**src/hdl/fspi_pkg.sv**
```systemverilog
// Shared types for the first-seen palette indexer.
package fspi_pkg;

   // Widths of the beat fields
   localparam int COMP_W  = 8;
   localparam int COLOR_W = 3 * COMP_W;
   localparam int IDX_W   = 7;

   // Controller to datapath commands
   typedef struct packed {
      logic load;    // latch a new pixel, restart the scan
      logic step;    // advance the palette scan by one entry
      logic finish;  // resolve the lookup and load the response register
   } ctl_cmd_type;

   // Datapath to controller status
   typedef struct packed {
      logic hit;       // the entry under compare matches the pixel
      logic miss;      // every valid entry has been compared, none matched
      logic out_free;  // response register can take a beat this cycle
   } ctl_sts_type;

endpackage

```
**src/hdl/first_seen_palette_indexer.sv**
```systemverilog
// Each pixel beat is looked up in a palette of up to PALETTE_SIZE colors kept in first-seen
// order. The palette sits in a single-port memory that is scanned one entry per cycle, with
// the compare in the cycle after the read. The next pixel is accepted only once the scan
// has hit or missed and the response register is free to take the result; a full response
// register holds the scan until it drains. A new color is appended while room remains; once
// full, unknown colors return index 0 with unmapped set. frame_start empties the palette
// before the pixel's lookup. A finished beat waits in the response register, and the next
// pixel may be accepted meanwhile.
module first_seen_palette_indexer #(
   parameter int PALETTE_SIZE = 94
) (
   input  logic                        clock,
   input  logic                        reset,
   input  logic                        req_valid,
   output logic                        req_ready,
   input  logic [fspi_pkg::COMP_W-1:0] req_red,
   input  logic [fspi_pkg::COMP_W-1:0] req_green,
   input  logic [fspi_pkg::COMP_W-1:0] req_blue,
   input  logic                        req_frame_start,
   output logic                        rsp_valid,
   input  logic                        rsp_ready,
   output logic [fspi_pkg::IDX_W-1:0]  rsp_color_index,
   output logic                        rsp_new_color,
   output logic                        rsp_unmapped,
   output logic [fspi_pkg::IDX_W-1:0]  rsp_palette_count
);

   fspi_pkg::ctl_cmd_type cmd;
   fspi_pkg::ctl_sts_type sts;

   fspi_ctrl u_ctrl (
      .clock     (clock),
      .reset     (reset),
      .req_valid (req_valid),
      .req_ready (req_ready),
      .sts       (sts),
      .cmd       (cmd)
   );

   fspi_datapath #(
      .PALETTE_SIZE (PALETTE_SIZE)
   ) u_datapath (
      .clock             (clock),
      .reset             (reset),
      .req_red           (req_red),
      .req_green         (req_green),
      .req_blue          (req_blue),
      .req_frame_start   (req_frame_start),
      .rsp_valid         (rsp_valid),
      .rsp_ready         (rsp_ready),
      .rsp_color_index   (rsp_color_index),
      .rsp_new_color     (rsp_new_color),
      .rsp_unmapped      (rsp_unmapped),
      .rsp_palette_count (rsp_palette_count),
      .cmd               (cmd),
      .sts               (sts)
   );

endmodule

```
**src/hdl/fspi_ctrl.sv**
```systemverilog
// Controller state machine of the first-seen palette indexer.
module fspi_ctrl (
   input  logic                clock,
   input  logic                reset,
   input  logic                req_valid,
   output logic                req_ready,
   input  fspi_pkg::ctl_sts_type sts,
   output fspi_pkg::ctl_cmd_type cmd
);

   typedef enum logic [0:0] {
      ST_IDLE,
      ST_SCAN
   } state_type;

   state_type state_ff;
   state_type state_in;

   // Next state and commands
   always_comb begin
      state_in   = state_ff;
      req_ready  = 1'b0;
      cmd        = '0;
      case (state_ff)
         ST_IDLE: begin
            req_ready = 1'b1;
            if (req_valid) begin
               cmd.load = 1'b1;
               state_in = ST_SCAN;
            end
         end
         ST_SCAN: begin
            if (sts.hit || sts.miss) begin
               // hold the scan until the response register frees up
               if (sts.out_free) begin
                  cmd.finish = 1'b1;
                  state_in   = ST_IDLE;
               end
            end else begin
               cmd.step = 1'b1;
            end
         end
         default: begin
            state_in = ST_IDLE;
         end
      endcase
   end

   always_ff @(posedge clock) begin
      if (reset) begin
         state_ff <= ST_IDLE;
      end else begin
         state_ff <= state_in;
      end
   end

endmodule

```
**src/hdl/fspi_datapath.sv**
```systemverilog
// Datapath of the first-seen palette indexer: palette memory, scan and response register.
module fspi_datapath #(
   parameter int PALETTE_SIZE = 94
) (
   input  logic                               clock,
   input  logic                               reset,
   input  logic [fspi_pkg::COMP_W-1:0]        req_red,
   input  logic [fspi_pkg::COMP_W-1:0]        req_green,
   input  logic [fspi_pkg::COMP_W-1:0]        req_blue,
   input  logic                               req_frame_start,
   output logic                               rsp_valid,
   input  logic                               rsp_ready,
   output logic [fspi_pkg::IDX_W-1:0]         rsp_color_index,
   output logic                               rsp_new_color,
   output logic                               rsp_unmapped,
   output logic [fspi_pkg::IDX_W-1:0]         rsp_palette_count,
   input  fspi_pkg::ctl_cmd_type              cmd,
   output fspi_pkg::ctl_sts_type              sts
);

   localparam int CW = $clog2(PALETTE_SIZE + 1);
   localparam int AW = (PALETTE_SIZE > 1) ? $clog2(PALETTE_SIZE) : 1;
   localparam int OW = fspi_pkg::IDX_W;
   localparam int XW = fspi_pkg::COLOR_W;
   localparam logic [CW-1:0] FULL = CW'(PALETTE_SIZE);

   logic [XW-1:0] palette_mem [PALETTE_SIZE];

   logic [XW-1:0] pixel_ff, pixel_in;
   logic [CW-1:0] count_ff, count_in;
   logic [CW-1:0] scan_ff, scan_in;
   logic [AW-1:0] cmp_idx_ff, cmp_idx_in;
   logic          cmp_valid_ff, cmp_valid_in;
   logic [XW-1:0] rd_data_ff;
   logic          rd_en;
   logic          wr_en;

   logic          rsp_valid_ff, rsp_valid_in;
   logic [OW-1:0] rsp_idx_ff, rsp_idx_in;
   logic          rsp_new_ff, rsp_new_in;
   logic          rsp_unmap_ff, rsp_unmap_in;
   logic [OW-1:0] rsp_count_ff, rsp_count_in;

   // Scan status
   always_comb begin
      sts.hit      = cmp_valid_ff && (rd_data_ff == pixel_ff);
      sts.miss     = !cmp_valid_ff && (scan_ff == count_ff);
      sts.out_free = !rsp_valid_ff || rsp_ready;
   end

   // Next values
   always_comb begin
      pixel_in     = pixel_ff;
      count_in     = count_ff;
      scan_in      = scan_ff;
      cmp_idx_in   = cmp_idx_ff;
      cmp_valid_in = cmp_valid_ff;
      rd_en        = 1'b0;
      wr_en        = 1'b0;
      rsp_valid_in = rsp_valid_ff && !rsp_ready;
      rsp_idx_in   = rsp_idx_ff;
      rsp_new_in   = rsp_new_ff;
      rsp_unmap_in = rsp_unmap_ff;
      rsp_count_in = rsp_count_ff;

      if (cmd.load) begin
         pixel_in     = {req_red, req_green, req_blue};
         count_in     = req_frame_start ? '0 : count_ff;
         scan_in      = '0;
         cmp_valid_in = 1'b0;
      end

      // one entry read per cycle, compared on the next
      if (cmd.step) begin
         if (scan_ff < count_ff) begin
            rd_en        = 1'b1;
            cmp_idx_in   = scan_ff[AW-1:0];
            cmp_valid_in = 1'b1;
            scan_in      = scan_ff + 1'b1;
         end else begin
            cmp_valid_in = 1'b0;
         end
      end

      // resolve: known color, append, or palette full
      if (cmd.finish) begin
         rsp_valid_in = 1'b1;
         rsp_new_in   = 1'b0;
         rsp_unmap_in = 1'b0;
         if (sts.hit) begin
            rsp_idx_in = OW'(cmp_idx_ff);
         end else if (count_ff != FULL) begin
            wr_en      = 1'b1;
            count_in   = count_ff + 1'b1;
            rsp_idx_in = OW'(count_ff);
            rsp_new_in = 1'b1;
         end else begin
            rsp_idx_in   = '0;
            rsp_unmap_in = 1'b1;
         end
         rsp_count_in = OW'(count_in);
      end
   end

   // Palette memory, registered read
   always_ff @(posedge clock) begin
      if (wr_en) begin
         palette_mem[count_ff[AW-1:0]] <= pixel_ff;
      end
      if (rd_en) begin
         rd_data_ff <= palette_mem[scan_ff[AW-1:0]];
      end
   end

   // Control registers
   always_ff @(posedge clock) begin
      if (reset) begin
         count_ff     <= '0;
         scan_ff      <= '0;
         cmp_valid_ff <= 1'b0;
         rsp_valid_ff <= 1'b0;
      end else begin
         count_ff     <= count_in;
         scan_ff      <= scan_in;
         cmp_valid_ff <= cmp_valid_in;
         rsp_valid_ff <= rsp_valid_in;
      end
   end

   // Payload registers
   always_ff @(posedge clock) begin
      pixel_ff     <= pixel_in;
      cmp_idx_ff   <= cmp_idx_in;
      rsp_idx_ff   <= rsp_idx_in;
      rsp_new_ff   <= rsp_new_in;
      rsp_unmap_ff <= rsp_unmap_in;
      rsp_count_ff <= rsp_count_in;
   end

   assign rsp_valid         = rsp_valid_ff;
   assign rsp_color_index   = rsp_idx_ff;
   assign rsp_new_color     = rsp_new_ff;
   assign rsp_unmapped      = rsp_unmap_ff;
   assign rsp_palette_count = rsp_count_ff;

`ifndef SYNTHESIS
   a_count_bound: assert property (@(posedge clock) disable iff (reset)
      count_ff <= FULL)
      else $error("palette count beyond palette size");

   a_scan_bound: assert property (@(posedge clock) disable iff (reset)
      scan_ff <= count_ff)
      else $error("scan index ran past the palette count");

   a_new_xor_unmap: assert property (@(posedge clock) disable iff (reset)
      rsp_valid_ff |-> !(rsp_new_ff && rsp_unmap_ff))
      else $error("beat flagged both new and unmapped");

   a_new_is_last: assert property (@(posedge clock) disable iff (reset)
      (rsp_valid_ff && rsp_new_ff) |-> (OW'(rsp_idx_ff + 1'b1) == rsp_count_ff))
      else $error("new color not placed at the end of the palette");

   a_finish_free: assert property (@(posedge clock) disable iff (reset)
      cmd.finish |-> (sts.out_free && (sts.hit || sts.miss)))
      else $error("finish issued without a resolved lookup or a free response slot");
`endif

endmodule

```
**config.mk**
```make
export PLATFORM = sky130hd
export DESIGN_NAME = first_seen_palette_indexer
export DESIGN_NICKNAME = d
export VERILOG_FILES = /design/src/hdl/fspi_pkg.sv /design/src/hdl/first_seen_palette_indexer.sv /design/src/hdl/fspi_ctrl.sv /design/src/hdl/fspi_datapath.sv
export SDC_FILE = /design/constraint.sdc
export NUM_CORES = 2
export LEC_CHECK = 0
export CORE_ASPECT_RATIO = 1.1
export CORE_MARGIN = 2
export CORE_UTILIZATION = 45
export CTS_CLUSTER_SIZE = 24
export DETAILED_ROUTE_END_ITERATION = 8
export DONT_BUFFER_PORTS = 1
export REMOVE_ABC_BUFFERS = 1
export SLEW_MARGIN = 20
export SYNTH_ARGS = -nofsm -noshare
export SYNTH_HDL_FRONTEND = slang
export SYNTH_SLANG_ARGS = --single-unit
export TNS_END_PERCENT = 5
```
**constraint.sdc**
```tcl
create_clock -name clock -period 5.7 [get_ports clock]
set_input_delay 0.855 -clock clock [delete_from_list [all_inputs] [get_ports clock]]
set_output_delay 0.855 -clock clock [all_outputs]
set_load 0.01 [all_outputs]
```
==> qor.csv <==
metric,value,unit
outcome,completed,
finalWorstSetupSlack,1.18,ns
die_h,474,um
syn_area,90300,um2
grt_first_pass_wirelength,356,mm
seqPwrFrac,55.0,%
setup_tns,0,ns
synth_edf_count,2327,
cts_setup_buffers,0,
antenna_found_initial,21,
critPathLaunchType,flip-flop,
grt_max_degree,105,
power_density,342,nW/um2
wl_per_cell,35.4,um
die_area,204000,um2
pwr-share-comb,2.2,%
clk_latency,0.90,ns
cts_sinks,2344,
antenna_left,0,
grt_usage,25.1,%
p_switching,0.00717,W
drt_iter0_markers,6282,
dp_worst_setup_slack,1.26,ns
fp.coreArea,199000,um2
port_buffers,0,
syn_inst,4176,
yosys.cell_types.count,65,
first_global_vias,44300,
clk_pin_slew_worst_paths,0.06,ns
cts_tree,built,
maxCapViolations,0,
synth_ff_type,edfxtp_1,
firstDrtPassIters,5,
nNetsFinal,4453,
initial_utilization,45.2,%
synth_top_cell_by_area,edfxtp_1,
arrival,5.12,ns
worstMarginPinSlew,1.24,ns
seq_area_frac_synth,77.8,%
vias,45000,
totalWireLength,256,mm
netSwitchingFraction,20.6,%
path_class,flip-flop to flip-flop,
avgViaCountPerCell,6.23,
yosys-top-cells-area,"edfxtp_1, mux4_2, mux2i_1",
power_leakage,31.0,nW
rsz0062_at_grt,false,
hpwl,154,mm
cts_root_buf,clkbuf_16,
fin_crit,4.52,ns
htree_levels,4,
cts_buffers,225,
synth-seq-cells,2344,
grt.overflow.total,0,
finClkSkew,0.0343,ns
row_count,172,
areaGrowthSynthToFinish,12.7,%
nFillCells,15500,
crit_fanout,32,
num_io_pins,47,
report.final.setup_viol,0,
worstRegToRegCells,7,
crit_path_end_kind,flip-flop,
relSlewSlack,16.0,%
avgSynthCellArea,21.6,um2
fmax,221,MHz
holdWs,0.0551,ns
clock_path_buffers,3,
ir_worst_vdd,0.000256,V
p_clk_share,42.8,%
die_width,431,um
finalHoldViolCount,0,
ys_async_sr_fraction,0,%
drc,0,
fin_crit_sh,79.3,%
globalplace.congestion,0.906,
intPower,0.0276,W
finalMaxSlewViolations,0,
holdPathStages,0,
worstHoldPathType,input port to flip-flop,
drive_gt1_share,26.2,%
yosys.area.top_type_share,77.4,%
yosys_warnings,0,
critPathRequiredTime,6.30,ns
## stage by stage
step                      std cells  utilization (%)  area, um2  total power, W
final                          7220             51.0     102000          0.0348
after floorplan                3956                -      88900          0.0199
after CTS                      7216             51.0     102000          0.0350
after global placement         6795             47.3      94400          0.0203
after global routing           7218             51.0     102000          0.0357
after detailed placement       6796             47.3      94400          0.0203
## routing by layer
layer	share of wire, %	vias up	GRT usage (%)
met5	0.025	-	0
met4	4.1	12	9.99
met3	8.7	384	4.58
met2	48	2300	39.9
met1	39	24300	34.5
li1	-	18000	-
## cells in the mapped netlist, drive strengths merged, types with 31 or more instances
master / number
a21oi: 81
a221oi: 31
a22oi: 68
buf: 171
clkbuf: 49
edfxtp: 2327
mux2i: 151
mux4: 525
nand2: 152
nand3: 39
nor2: 174
nor3: 33
o21ai: 68
o22ai: 35
## timing repair
action,4_1_cts,5_1_grt
hold buffers,1,0
resized for setup,0,0
hold endpoints to repair,10,0
## worst max-delay path, stage by stage (launching register included)
cell and delay (ns):
dfxtp_4 0.81, buf_4 0.68, buf_4 0.53, mux4_2 0.56, a32oi_1 0.21, o21ai_0 0.31
o21ai_0 0.88, a21oi_1 0.18
## worst paths after layout
| kind | start | to | slack, ns |
|---|---|---|---|
| setup reg to reg | u_datapath.scan_ff[0] | u_datapath.rd_data_ff[21] | 1.18 |
| hold reg to reg | u_ctrl.state_ff | u_ctrl.state_ff | 0.54 |
| setup / recovery | u_datapath.scan_ff[0] | u_datapath.rd_data_ff[21] | 1.18 |
| hold / removal | req_blue[6] | u_datapath.pixel_ff[6] | 0.06 |
## power by group through the flow
stage / combinational [W] / sequential [W] / clock, W
final: 0.000772 / 0.0191 / 0.0149
after global routing: 0.000803 / 0.0191 / 0.0158
after detailed placement: 0.000770 / 0.0195 / 0
after global placement: 0.000750 / 0.0195 / 0
after floorplan: 0.000238 / 0.0197 / 0
after CTS: 0.000770 / 0.0191 / 0.0151
## sequential cells by signal (all words and copies together) (netlist names)
name / flops
u_datapath.rd_data_ff: 24
u_datapath.cmp_idx_ff: 7
u_datapath.scan_ff: 7
u_datapath.rsp_unmapped: 1
u_ctrl.state_ff: 1
u_datapath.count_ff: 7
u_datapath.pixel_ff: 24
u_datapath.palette_mem: 2256
u_datapath.cmp_valid_ff: 1
u_datapath.rsp_palette_count: 7
u_datapath.rsp_valid: 1
u_datapath.rsp_color_index: 7
u_datapath.rsp_new_color: 1
## area by class of cell
| cell class | count | area (um2) | share of cell area (%) |
|---|---|---|---|
| Clock buffer | 271 | 5870 | 5.77 |
| Antenna cell | 4 | 10.0 | 0.00984 |
| Tap cell | 2610 | 3270 | 3.21 |
| Sequential cell | 2344 | 70200 | 69.0 |
| Inverter | 22 | 87.6 | 0.0861 |
| Clock inverter | 148 | 1450 | 1.43 |
| Multi-Input combinational cell | 1590 | 18900 | 18.5 |
| Timing Repair Buffer | 231 | 1950 | 1.92 |
## cells in the final DEF (no fill, tap or decap), types with 39 or more instances in the layout
cell type	n
nand3_1	39
clkbuf_1	43
edfxtp_1	2327
mux2i_1	151
clkinv_1	70
clkbuf_16	228
nor2_1	77
a22oi_1	68
nor2_2	97
buf_4	212
a21oi_1	80
o21ai_0	62
mux4_2	525
nand2_1	152
## cell families (layout without fill, tap and decap cells)
kind of cell | Yosys count | in the layout | synth area share [%]
xor gates and xnor gates | 24 | 24 | 0.233
AOI/OAI and AO/OA | 396 | 396 | 2.96
other | 0 | 4 | 0
adders and majority gates | 10 | 10 | 0.139
muxes | 698 | 698 | 15.0
DFF | 2344 | 2344 | 77.8
buffers and inverters | 242 | 672 | 1.61
and+or+nand+nor | 462 | 462 | 2.22
Power figures use the tool's default switching activity.
